--- src/hw/rtl/lmspe_pkg.sv ---
`timescale 1ns / 1ps

package lmspe_pkg;

   localparam int FRONT_ROWS     = 8;
   localparam int FRONT_COLS_DEF = 7;
   localparam int REAR_COLS_DEF  = 22;
   localparam int REAR_ROWS      = 4;
   localparam int DIRECT_BASE    = 16;
   localparam int DIRECT_PINS    = 6;
   localparam int ROW_W          = $clog2(FRONT_ROWS);

   typedef enum logic [1:0] {
      KIND_SCAN    = 2'd0,
      KIND_PATTERN = 2'd1,
      KIND_CLEAR   = 2'd2,
      KIND_GLYPH   = 2'd3
   } kind_type;

   localparam logic [1:0] TARGET_FRONT_UPPER = 2'd0;
   localparam logic [1:0] TARGET_FRONT_LOWER = 2'd1;
   localparam logic [1:0] TARGET_REAR        = 2'd2;

   typedef struct packed {
      kind_type    kind;
      logic [1:0]  target;
      logic [2:0]  slot;
      logic [7:0]  character;
   } req_payload_type;

   typedef struct packed {
      logic [7:0]  front_row_drive;
      logic [6:0]  front_columns;
      logic [4:0]  rear_column;
      logic [3:0]  rear_rows;
      logic [3:0]  demux_select;
      logic        demux_enable;
      logic [5:0]  direct_columns;
   } rsp_payload_type;

   typedef struct packed {
      logic [4:0] pos;
      logic       down;
   } chaser_type;

   // 3-bit wide digits, one entry per front row of the glyph
   localparam logic [2:0] FONT_FRONT_DIGIT [10][4] = '{
      '{3'd7, 3'd5, 3'd5, 3'd7}, '{3'd4, 3'd4, 3'd4, 3'd4}, '{3'd7, 3'd4, 3'd1, 3'd7},
      '{3'd7, 3'd4, 3'd4, 3'd7}, '{3'd5, 3'd7, 3'd4, 3'd4}, '{3'd7, 3'd1, 3'd4, 3'd7},
      '{3'd7, 3'd1, 3'd7, 3'd7}, '{3'd7, 3'd4, 3'd4, 3'd4}, '{3'd7, 3'd7, 3'd7, 3'd7},
      '{3'd7, 3'd7, 3'd4, 3'd7}
   };

   // rear glyphs are three columns of four row bits
   localparam logic [3:0] FONT_REAR_DIGIT [10][3] = '{
      '{4'hF, 4'h9, 4'hF}, '{4'h0, 4'h0, 4'hF}, '{4'hD, 4'h9, 4'hB}, '{4'h9, 4'h9, 4'hF},
      '{4'h3, 4'h2, 4'hF}, '{4'hB, 4'h9, 4'hD}, '{4'hF, 4'hD, 4'hD}, '{4'h1, 4'h1, 4'hF},
      '{4'hF, 4'hF, 4'hF}, '{4'hB, 4'hB, 4'hF}
   };

   localparam logic [3:0] FONT_REAR_LETTER [26][3] = '{
      '{4'hF, 4'h3, 4'hF}, '{4'hF, 4'hA, 4'hE}, '{4'hF, 4'h9, 4'h9}, '{4'hF, 4'h9, 4'h6},
      '{4'hF, 4'hD, 4'h9}, '{4'hF, 4'h3, 4'h1}, '{4'hF, 4'h9, 4'hD}, '{4'hF, 4'h2, 4'hF},
      '{4'h0, 4'hF, 4'h0}, '{4'hC, 4'h8, 4'hF}, '{4'hF, 4'h4, 4'hA}, '{4'hF, 4'h8, 4'h8},
      '{4'hD, 4'h2, 4'hD}, '{4'hC, 4'h2, 4'hC}, '{4'hE, 4'hA, 4'hE}, '{4'hF, 4'h3, 4'h3},
      '{4'hF, 4'hD, 4'hF}, '{4'hF, 4'h5, 4'hB}, '{4'hB, 4'h9, 4'hD}, '{4'h1, 4'hF, 4'h1},
      '{4'hF, 4'h8, 4'hF}, '{4'h7, 4'h8, 4'h7}, '{4'hB, 4'h4, 4'hB}, '{4'h9, 4'h6, 4'h9},
      '{4'h3, 4'hC, 4'h3}, '{4'hD, 4'h9, 4'hB}
   };

   // bounce between 0 and last: turn at the ends, then step one position
   function automatic chaser_type step_chaser(input chaser_type cur, input logic [4:0] last);
      chaser_type nxt;
      nxt = cur;
      if (cur.pos >= last) nxt.down = 1'b1;
      if (cur.pos == 5'd0) nxt.down = 1'b0;
      if (nxt.down) begin
         if (cur.pos != 5'd0) nxt.pos = cur.pos - 5'd1;
      end else if (cur.pos < last) begin
         nxt.pos = cur.pos + 5'd1;
      end
      return nxt;
   endfunction

endpackage

--- src/hw/rtl/led_matrix_scan_and_pattern_engine_top.sv ---
`timescale 1ns / 1ps

// LED matrix scan and pattern engine.
//
// req_* carries one beat per event: scan tick, pattern tick, clear, or glyph
// placement. Only a scan tick produces a beat on rsp_*, holding the front row
// one-hot with its column bits and the rear column with its row bits and
// column drive (demux for columns below 16, active-low direct pins above).
// csr_* writes display_mode (0 character, 1 chaser); csr_ready is always high.
//
// Each event updates the frames and counters at the edge the beat is accepted,
// and the scan result appears in the rsp register on the next cycle. One beat
// can be accepted every cycle while req_stall is low.
// The rsp register is the only buffer: while it holds a beat and rsp_stall is
// high, req_stall is raised; otherwise input is taken regardless of rsp_stall.
//
// Synchronous reset clears both frames, the scan counters, the chasers and
// display_mode, and empties the rsp register. The first scan after reset
// shows front row 1 and rear column 1.

module led_matrix_scan_and_pattern_engine_top
   import lmspe_pkg::*;
#(
   parameter int FRONT_COLS = FRONT_COLS_DEF,
   parameter int REAR_COLS  = REAR_COLS_DEF
) (
   input  logic            clock,
   input  logic            reset,
   input  logic            req_valid,
   output logic            req_stall,
   input  req_payload_type req_payload,
   output logic            rsp_valid,
   input  logic            rsp_stall,
   output rsp_payload_type rsp_payload,
   input  logic            csr_valid,
   output logic            csr_ready,
   input  logic            csr_data
);

   localparam int COL_W       = $clog2(REAR_COLS);
   localparam int FPOS_W      = $clog2(FRONT_COLS);
   localparam int FRONT_SLOTS = (FRONT_COLS + 1) / 4;
   localparam int REAR_SLOTS  = (REAR_COLS + 1) / 4;

   logic [FRONT_COLS-1:0] front_ff [FRONT_ROWS];
   logic [FRONT_COLS-1:0] front_in [FRONT_ROWS];
   logic [REAR_ROWS-1:0]  rear_ff  [REAR_COLS];
   logic [REAR_ROWS-1:0]  rear_in  [REAR_COLS];

   logic [ROW_W-1:0]  scan_row_ff, scan_row_in;
   logic [COL_W-1:0]  scan_col_ff, scan_col_in;
   logic [FPOS_W-1:0] front_pos_ff, front_pos_in;
   logic              front_down_ff, front_down_in;
   logic [COL_W-1:0]  rear_pos_ff, rear_pos_in;
   logic              rear_down_ff, rear_down_in;
   logic              half_ff, half_in;
   logic              mode_ff;

   logic            rsp_valid_ff, rsp_valid_in;
   rsp_payload_type rsp_data_ff, rsp_data_in;

   logic req_accept;
   logic scan_accept;

   assign req_stall   = rsp_valid_ff & rsp_stall;
   assign req_accept  = req_valid & ~req_stall;
   assign scan_accept = req_accept & (req_payload.kind == KIND_SCAN);
   assign rsp_valid   = rsp_valid_ff;
   assign rsp_payload = rsp_data_ff;
   assign csr_ready   = 1'b1;

   // glyph decode
   logic                  is_digit, is_letter;
   logic [3:0]            digit_idx;
   logic [4:0]            letter_idx;
   logic                  front_ok, rear_ok;
   logic [2:0]            front_off;
   logic [FRONT_COLS-1:0] front_line [4];
   logic [3:0]            rear_glyph [3];
   logic [7:0]            digit_diff, letter_diff;

   always_comb begin
      digit_diff  = req_payload.character - 8'h30;
      letter_diff = req_payload.character - 8'h41;
      is_digit    = (req_payload.character >= 8'h30) && (req_payload.character <= 8'h39);
      is_letter   = (req_payload.character >= 8'h41) && (req_payload.character <= 8'h5A);
      digit_idx   = is_digit ? digit_diff[3:0] : 4'd0;
      letter_idx  = is_letter ? letter_diff[4:0] : 5'd0;
      front_ok    = is_digit && (int'(req_payload.slot) < FRONT_SLOTS) &&
                    ((req_payload.target == TARGET_FRONT_UPPER) ||
                     (req_payload.target == TARGET_FRONT_LOWER));
      rear_ok     = (is_digit || is_letter) && (int'(req_payload.slot) < REAR_SLOTS) &&
                    (req_payload.target == TARGET_REAR);
      front_off   = front_ok ? 3'(((FRONT_SLOTS - 1) - int'(req_payload.slot)) * 4) : 3'd0;
      for (int i = 0; i < 4; i++) begin
         front_line[i] = FRONT_COLS'({5'd0, FONT_FRONT_DIGIT[digit_idx][i]} << front_off);
      end
      for (int i = 0; i < 3; i++) begin
         rear_glyph[i] = is_digit ? FONT_REAR_DIGIT[digit_idx][i] :
                                    FONT_REAR_LETTER[letter_idx][i];
      end
   end

   // next state of frames and counters
   chaser_type front_step, rear_step;
   logic [FRONT_COLS-1:0] chase_bits;

   always_comb begin
      front_in      = front_ff;
      rear_in       = rear_ff;
      scan_row_in   = scan_row_ff;
      scan_col_in   = scan_col_ff;
      front_pos_in  = front_pos_ff;
      front_down_in = front_down_ff;
      rear_pos_in   = rear_pos_ff;
      rear_down_in  = rear_down_ff;
      half_in       = half_ff;

      front_step = step_chaser('{pos: 5'(front_pos_ff), down: front_down_ff},
                               5'(FRONT_COLS - 1));
      rear_step  = step_chaser('{pos: 5'(rear_pos_ff), down: rear_down_ff},
                               5'(REAR_COLS - 1));
      chase_bits = '0;
      chase_bits[front_pos_ff] = 1'b1;

      if (req_accept) begin
         case (req_payload.kind)
            KIND_SCAN: begin
               scan_row_in = scan_row_ff + ROW_W'(1);
               scan_col_in = (scan_col_ff == COL_W'(REAR_COLS - 1)) ? '0 :
                             scan_col_ff + COL_W'(1);
            end
            KIND_PATTERN: begin
               if (mode_ff) begin
                  for (int r = 0; r < FRONT_ROWS; r++) front_in[r] = chase_bits;
                  for (int c = 0; c < REAR_COLS; c++) begin
                     rear_in[c] = (COL_W'(c) == rear_pos_ff) ? '1 : '0;
                  end
                  if (half_ff) begin
                     front_pos_in  = FPOS_W'(front_step.pos);
                     front_down_in = front_step.down;
                  end
                  half_in      = ~half_ff;
                  rear_pos_in  = COL_W'(rear_step.pos);
                  rear_down_in = rear_step.down;
               end
            end
            KIND_CLEAR: begin
               for (int r = 0; r < FRONT_ROWS; r++) front_in[r] = '0;
               for (int c = 0; c < REAR_COLS; c++) rear_in[c] = '0;
            end
            default: begin
               // rows 0-3 are the upper area, 4-7 the lower
               for (int r = 0; r < FRONT_ROWS; r++) begin
                  if (front_ok && (int'(req_payload.target) == (r >> 2))) begin
                     front_in[r] = front_ff[r] | front_line[r & 3];
                  end
               end
               // slot s owns columns 4s..4s+2; the fourth column is a gap
               for (int c = 0; c < REAR_COLS; c++) begin
                  if (rear_ok && (int'(req_payload.slot) == (c >> 2)) && ((c & 3) != 3)) begin
                     rear_in[c] = rear_ff[c] | rear_glyph[c & 3];
                  end
               end
            end
         endcase
      end
   end

   // scan result
   logic [4:0] direct_bit;

   always_comb begin
      direct_bit = 5'(scan_col_in) - 5'(DIRECT_BASE);
      rsp_data_in.front_row_drive = 8'(1 << scan_row_in);
      rsp_data_in.front_columns   = 7'(front_ff[scan_row_in]);
      rsp_data_in.rear_column     = 5'(scan_col_in);
      rsp_data_in.rear_rows       = rear_ff[scan_col_in];
      if (int'(scan_col_in) < DIRECT_BASE) begin
         rsp_data_in.demux_select   = 4'(scan_col_in);
         rsp_data_in.demux_enable   = 1'b1;
         rsp_data_in.direct_columns = '1;
      end else begin
         rsp_data_in.demux_select   = 4'd0;
         rsp_data_in.demux_enable   = 1'b0;
         rsp_data_in.direct_columns = (int'(direct_bit) < DIRECT_PINS) ?
                                      ~6'(1 << direct_bit) : '1;
      end
      rsp_valid_in = scan_accept ? 1'b1 : (rsp_stall ? rsp_valid_ff : 1'b0);
   end

   always_ff @(posedge clock) begin
      if (reset) begin
         for (int r = 0; r < FRONT_ROWS; r++) front_ff[r] <= '0;
         for (int c = 0; c < REAR_COLS; c++) rear_ff[c] <= '0;
         scan_row_ff   <= '0;
         scan_col_ff   <= '0;
         front_pos_ff  <= '0;
         front_down_ff <= 1'b0;
         rear_pos_ff   <= '0;
         rear_down_ff  <= 1'b0;
         half_ff       <= 1'b0;
         mode_ff       <= 1'b0;
         rsp_valid_ff  <= 1'b0;
      end else begin
         front_ff      <= front_in;
         rear_ff       <= rear_in;
         scan_row_ff   <= scan_row_in;
         scan_col_ff   <= scan_col_in;
         front_pos_ff  <= front_pos_in;
         front_down_ff <= front_down_in;
         rear_pos_ff   <= rear_pos_in;
         rear_down_ff  <= rear_down_in;
         half_ff       <= half_in;
         if (csr_valid) mode_ff <= csr_data;
         rsp_valid_ff  <= rsp_valid_in;
      end
   end

   always_ff @(posedge clock) begin
      if (scan_accept) rsp_data_ff <= rsp_data_in;
   end

   // checks
   a_scan_gives_beat: assert property (@(posedge clock) disable iff (reset)
      scan_accept |=> rsp_valid_ff)
      else $error("scan beat did not produce a response");

   a_no_overwrite: assert property (@(posedge clock) disable iff (reset)
      (rsp_valid_ff && rsp_stall) |-> !scan_accept)
      else $error("stalled response overwritten");

   a_positions_in_range: assert property (@(posedge clock) disable iff (reset)
      (int'(scan_col_ff) < REAR_COLS) && (int'(rear_pos_ff) < REAR_COLS) &&
      (int'(front_pos_ff) < FRONT_COLS))
      else $error("scan or chaser position out of range");

   a_single_column_drive: assert property (@(posedge clock) disable iff (reset)
      rsp_valid_ff |-> ((rsp_data_ff.demux_enable && rsp_data_ff.direct_columns == 6'h3F) ||
                        (!rsp_data_ff.demux_enable &&
                         $countones(~rsp_data_ff.direct_columns) == 1)))
      else $error("more than one rear column driven");

   a_pattern_ignored: assert property (@(posedge clock) disable iff (reset)
      (req_accept && req_payload.kind == KIND_PATTERN && !mode_ff) |=>
      $stable(rear_pos_ff) && $stable(half_ff))
      else $error("pattern tick changed state in character mode");

endmodule
--- config.mk ---
export PLATFORM = sky130hd
export DESIGN_NAME = led_matrix_scan_and_pattern_engine_top
export DESIGN_NICKNAME = d
export VERILOG_FILES = /design/src/hw/rtl/lmspe_pkg.sv /design/src/hw/rtl/led_matrix_scan_and_pattern_engine_top.sv
export SDC_FILE = /design/constraint.sdc
export NUM_CORES = 1
export LEC_CHECK = 0
export BUFFER_PORTS_ARGS = -buffer_cell sky130_fd_sc_hd__buf_4
export CAP_MARGIN = 20
export CELL_PAD_IN_SITES_DETAIL_PLACEMENT = 2
export CELL_PAD_IN_SITES_GLOBAL_PLACEMENT = 2
export CORE_ASPECT_RATIO = 0.8
export CORE_MARGIN = 8
export CORE_UTILIZATION = 40
export DETAILED_ROUTE_END_ITERATION = 6
export HOLD_SLACK_MARGIN = 0.06
export PLACE_DENSITY = 0.89
export SETUP_SLACK_MARGIN = 0.02
export SYNTH_ARGS = -nofsm -noshare
export SYNTH_HDL_FRONTEND = slang
export SYNTH_SLANG_ARGS = --single-unit
--- constraint.sdc ---
create_clock -name clock -period 4.9 [get_ports clock]
set_input_delay 0.245 -clock clock [delete_from_list [all_inputs] [get_ports clock]]
set_output_delay 0.245 -clock clock [all_outputs]
set_load 0.05 [all_outputs]
Word level (Yosys, flattened, before mapping)
Memory sizes are Yosys's and may differ from the RTL's.
Index checks and enable logic that the tools add are counted.
{"block": "word_totals", "elab_cells": 306, "ff_bits": 200, "mem_count": 3, "mem_bits_ro": 768}
{"memory": "(no name shown)", "words": 32, "word_bits": 12, "read_ports": 1, "rd_ports_with_merged_regs": 0, "wr": 0, "line": "led_matrix_scan_and_pattern_engine_top.sv:100", "rtl": "FONT_REAR_LETTER[letter_idx][i];"}
{"memory": "(no name shown)", "words": 16, "word_bits": 12, "read_ports": 1, "rd_ports_with_merged_regs": 0, "wr": 0, "line": "led_matrix_scan_and_pattern_engine_top.sv:99", "rtl": "rear_glyph[i] = is_digit ? FONT_REAR_DIGIT[digit_idx][i] :"}
{"memory": "(no name shown)", "words": 16, "word_bits": 12, "read_ports": 1, "rd_ports_with_merged_regs": 0, "wr": 0, "line": "led_matrix_scan_and_pattern_engine_top.sv:96", "rtl": "front_line[i] = FRONT_COLS'({5'd0, FONT_FRONT_DIGIT[digit_idx][i]} << front_off);"}
{"block": "op_classes", "n_shift": 6, "n_mux": 100, "n_lt_le_gt_ge": 18, "add_sub_neg": 10, "n_bitwise": 37, "reduce_logical": 50, "n_eq_ne": 36}
{"cell": "$mux 4", "n": 45}
{"cell": "$pmux 12 s3", "n": 5}
{"cell": "$pmux 56 s3", "n": 1}
{"cell": "$mux 88", "n": 1}
{"cell": "$mux 7", "n": 11}
{"cell": "$mux 12", "n": 6}
{"cell": "$or 4x4->4", "n": 17}
{"cell": "$mux 56", "n": 1}
{"cell": "$or 7x7->7", "n": 8}
{"cell": "$eq 4x5->1 const A", "n": 8}
{"cell": "$pmux 4 s2", "n": 5}
{"cell": "$reduce_and 4->1", "n": 9}
{"cell": "$mux 5", "n": 7}
{"cell": "$eq 5x5->1 const A", "n": 6}
{"cell": "$shl 3x3->7", "n": 4}
{"cell": "$reduce_bool 3->1", "n": 9}
{"cell": "$pmux 8 s3", "n": 1}
{"cell": "$bmux 7 s3", "n": 1}
{"cell": "$bmux 4 s5", "n": 1}
{"cell": "$eq 3x5->1 const A", "n": 4}
{"cell": "$mux 3", "n": 6}
{"cell": "$logic_and 1x1->1", "n": 15}
{"cell": "$eq 3x3->1 const B", "n": 4}
{"cell": "$ge 6x6->1 const B", "n": 2}
{"cell": "49 further kinds", "n": 80}

Depth between registers and ports, before layout
{"block": "depth", "ltp_word": 11, "ltp_mapped": 16}

Worst setup path before layout
OpenSTA, ideal clock, no wires.
{"block": "synth_path", "path_kind": "flip-flop to flip-flop", "from": "reg rsp_valid_ff (netlist: rsp_valid)", "to": "reg rsp_data_ff (netlist bit rsp_payload[24]) (data pin)", "stages_incl_launch_ff": 10, "slack_ns": 1.651, "path_buffers": 1, "arrival_ns": 3.098, "required_ns": 4.748, "path_cell_list": "dfxtp_1 > a21boi_1 > nand2_1 > clkinv_1 > nor2_1 > mux2_2 > clkbuf_1 > a22oi_1 > and3_1 > a31oi_1"}
{"item": "start: declaration", "line": "led_matrix_scan_and_pattern_engine_top.sv:59", "rtl": "logic rsp_valid_ff, rsp_valid_in;"}
{"item": "start signal: assignment", "line": "led_matrix_scan_and_pattern_engine_top.sv:216", "rtl": "rsp_valid_ff <= rsp_valid_in;"}
{"item": "end signal: assignment", "line": "led_matrix_scan_and_pattern_engine_top.sv:221", "rtl": "if (scan_accept) rsp_data_ff <= rsp_data_in;"}
{"item": "end: declaration", "line": "led_matrix_scan_and_pattern_engine_top.sv:60", "rtl": "rsp_payload_type rsp_data_ff, rsp_data_in;"}

Final worst setup path
{"block": "layout_path", "from": "in req_payload[0] (netlist name)", "to": "reg rear_ff[31] (netlist name)"}
{"block": "layout_via", "elab_chain_len": 11, "elab_cells_between_ends": 28, "cone_classes": "add/sub: 2; order compare: 4; mux: 9; bitwise: 3; reduce/logical: 8; memory: 2"}
{"item": "start: declaration", "line": "led_matrix_scan_and_pattern_engine_top.sv:31", "rtl": "input req_payload_type req_payload,"}
{"item": "$ge 8x7->1 (tied with other cells)", "line": "led_matrix_scan_and_pattern_engine_top.sv:86", "rtl": "is_letter = (req_payload.character >= 8'h41) && (req_payload.character <= 8'h5A);"}
{"item": "$logic_and 1x1->1 (on tied branches)", "line": "led_matrix_scan_and_pattern_engine_top.sv:86, led_matrix_scan_and_pattern_engine_top.sv:85"}
{"item": "$mux 5 / $mux 4 (equally long branches)", "line": "led_matrix_scan_and_pattern_engine_top.sv:88, led_matrix_scan_and_pattern_engine_top.sv:87"}
{"item": "$not 5->6 (not written as such) / $not 4->5 (equally long branches)", "line": "led_matrix_scan_and_pattern_engine_top.sv:100, led_matrix_scan_and_pattern_engine_top.sv:99"}
{"item": "$mem_v2 32x12 / $mem_v2 16x12 (equally long branches)"}
{"item": "$mux 12 (on tied branches) (2 in series)", "line": "led_matrix_scan_and_pattern_engine_top.sv:100, led_matrix_scan_and_pattern_engine_top.sv:99"}
{"item": "$mux 4", "line": "led_matrix_scan_and_pattern_engine_top.sv:99"}
{"item": "$or 4x4->4", "line": "led_matrix_scan_and_pattern_engine_top.sv:162", "rtl": "rear_in[c] = rear_ff[c] | rear_glyph[c & 3];"}
{"item": "$mux 4", "line": "led_matrix_scan_and_pattern_engine_top.sv:161", "rtl": "if (rear_ok && (int'(req_payload.slot) == (c >> 2)) && ((c & 3) != 3)) begin"}
{"item": "$pmux 12 s3", "line": "led_matrix_scan_and_pattern_engine_top.sv:127", "rtl": "case (req_payload.kind)"}
{"item": "end signal: assignment", "line": "led_matrix_scan_and_pattern_engine_top.sv:207", "rtl": "rear_ff <= rear_in;"}
{"item": "end: declaration", "line": "led_matrix_scan_and_pattern_engine_top.sv:47", "rtl": "logic [REAR_ROWS-1:0] rear_ff [REAR_COLS];"}
Several ways; a longest one is shown, not always the timed one. The select of a mux whose other input is x is not followed.
A chain may end at the register's enable or synchronous reset.

==> impl_metrics.ini <==
[outcome]
status = completed

[timing]
slew_headroom_pct = 25.9
whs_ns = 0.0978
clock.fmax_ghz = 0.265
finalCritPeriodShare_pct = 76.9
finalSetupViolCount = 0
hold_viol = 0
fin_tns_setup_ns = 0
period_minus_slack_ns = 3.77
fin_worst_skew_ns = 0.0150
tightestPinTransition_ns = 1.10
slew_viol_final = 0
rsz0062_at_grt = false

[finish]
multi_input_comb_area_mm2 = 0.00538
n_antenna_cell = 0
most-common-layout-cells = 144 x dfxtp_1, 127 x nand2_1, 116 x nor2_1
design_area_mm2 = 0.0110
layout-drive-gt1-share_pct = 12.1
fin_nets = 1224
final_common_cell = dfxtp_1
fillers = 2600
regArea_mm2 = 0.00393
syn2layout_area_growth_pct = 13.4
instances_no_fill = 1504

[placed_design]
dpl_cell_area_mm2 = 0.0104
hpwl_um = 27200
port_buffers = 57
placed_cells = 1466
gp_congestion = 0.884

[grt]
antenna_found_initial = 0
grt_pass1_vias = 10618
track_usage_pct = 28.3
overflow = 0
grt_max_degree = 63
grt_pass1_wl_um = 65200

[drt]
firstDrtPassIters = 5
drc_errors = 0
drt_iter0_drc = 878
routed_via_density = 6.47
drt_wl_total_um = 42400
wire_per_inst_um = 28.2
vias = 9724
drtAntennaViolNets = 0

[power_and_ir_drop]
p_int_w = 0.00240
switching_power_w = 0.00112
power_frac_comb_pct = 13.7
leakagePower_nw = 4.09
p_per_area_mw_per_mm2 = 319
p_seq_share_pct = 45.6
power.share.clock_pct = 40.7
switching_share_pct = 31.9
ir_drop_mv = 0.262

[worst_setup_path]
rr_worst_depth = 8
critPathMaxFanout = 26
start_kind = input pin
end_kind = flop
r2r_end = rsp_payload[13]$_DFFE_PP_
arrival_ns = 4.05
r2r_setup_slack_ns = 1.53
worstPathRequired_ns = 5.18
rr_startpoint = rsp_valid$_SDFFE_PP0P_
path_class = in -> reg

[yosys]
synth-edff-count = 35
yosysWarnings = 0
synth_seq_cells = 179
netlist_instances = 1138
synthArstFlopShare_pct = 0
syn_nets = 1189
yosysSeqAreaShare_pct = 40.4
synthFlopType = dfxtp_1
syn-mean-instance-area_um2 = 8.55
synthDistinctLibCells = 88
syn_area_mm2 = 0.00973

[floorplan]
die_area_mm2 = 0.0296
core_mm2 = 0.0241
die_w_um = 190
ios = 59
row_count = 51
start_util_pct = 40.3
chipHeight_um = 155

[clock_network]
cts_resized = 0
clockBufferDepth = 2
cts_hold_buf = 2
clk_pin_slew_worst_paths_ns = 0.08
numCtsBuffers = 17
clk_latency_ns = 0.46
htree_levels = 4
root_buffer = clkbuf_16
clkSinkCount = 179
post_cts_buffers = 0
cts_tree = built

[min_path]
min_delay_path_depth = 3
worst_hold_path.endpoint = rsp_valid$_SDFFE_PP0P_
hold_class = in -> reg
hp-start = rsp_stall

[flow_run]
drv_cap = 0
## metal layers
layer / routed length (um) / up-vias / track usage [%]
met5: 0 / - / 0
met4: 1200 / 0 / 10.5
met3: 2730 / 108 / 5.17
met2: 19900 / 454 / 46.2
met1: 18600 / 4922 / 36.9
li1: - / 4240 / -
## registers in the layout, indices dropped and copies added (netlist names)
register and count:
rear_ff 73, front_ff 50, rsp_payload 35, rear_pos_ff 5
scan_col_ff 5, front_pos_ff 3, scan_row_ff 3, front_down_ff 1
half_ff 1, mode_ff 1, rear_down_ff 1, rsp_valid 1
## cells by family (layout without fill, tap and decap cells)
family	count (synthesis)	count (layout)	synth area share, %
compound gates	395	395	27.5
xor+xnor	15	15	1.35
fa+ha+maj	30	30	3.94
buf+inv	98	146	4.32
flops	179	179	40.4
mux	34	34	3.64
other cells	1	1	0.0386
simple gates	386	386	18.8
## synthesized netlist by cell type, types with 9 or more instances
cell      count  area, um^2
dfxtp_1     144        2880
nand2_1     127         477
nor2_1      116         435
a21oi_1     107         536
o21ai_0      48         240
clkbuf_1     35         131
edfxtp_1     35        1050
inv_1        35         131
o21a_1       35         263
ha_1         29         363
nand3_1      29         145
a22oi_1      26         195
a31oi_1      23         144
mux2i_1      23         230
o21ai_1      21         105
a22o_1       18         158
buf_2        18        90.1
and2_1       16         100
nor3_1       16        80.1
and3_1       14        87.6
nor2b_1      13        81.3
a211oi_1     11        82.6
mux2_2       11         124
nand2b_1     10        62.6
or3_1         9        56.3
xnor2_1       9        78.8
## worst max-delay path: stages
cell,delay [ns]
buf_4,0.26
inv_1,0.16
ha_1,0.39
nor3b_4,0.25
and2_1,0.22
nor2_1,0.45
nand2_1,0.27
inv_1,0.19
ha_1,0.28
nand2_1,0.08
a21oi_1,0.18
a21oi_1,0.07
nor3_1,0.79
a21oi_1,0.21
## final cells by class
cell class	instances	share of cell area (%)
Multi-Input combinational cell	861	48.7
Tap cell	318	3.61
Clock buffer	17	3.86
Sequential cell	179	35.7
Inverter	37	1.26
Clock inverter	15	1.62
Timing Repair Buffer	77	5.28
## per-stage QoR
step                      utilization, %  total power [W]  setup WS, ns
after floorplan                        -          0.00193          1.65
after global placement              43.0          0.00206         0.949
after detailed placement            43.0          0.00209         0.712
after CTS                           45.6          0.00351          1.12
after global routing                45.7          0.00361         0.800
final                               45.7          0.00352          1.13
## power groups by stage
stage,Sequential (W),Combinational [W],Clock [W]
global placement,0.00163,0.000431,0
finish,0.00160,0.000484,0.00143
floorplan,0.00164,0.000289,0
CTS,0.00160,0.000471,0.00144
global route,0.00161,0.000512,0.00149
detailed placement,0.00163,0.000454,0
## worst max-delay path by stage
stage                      startpoint                   endpoint  slack [ns]  cells after the start
3_5_place_dp           req_payload[0]   rear_ff[21]$_SDFFE_PP0P_        0.71                     15
3_3_place_gp           req_payload[0]    rear_ff[5]$_SDFFE_PP0P_        0.95                     15
6_report               req_payload[0]   rear_ff[31]$_SDFFE_PP0P_        1.13                     14
2_1_floorplan  rsp_valid$_SDFFE_PP0P_  rsp_payload[24]$_DFFE_PP_        1.65                      9
4_1_cts                req_payload[0]    rear_ff[5]$_SDFFE_PP0P_        1.12                     15
5_1_grt                req_payload[0]   rear_ff[83]$_SDFFE_PP0P_        0.80                     15
Power figures use the tool's default switching activity.
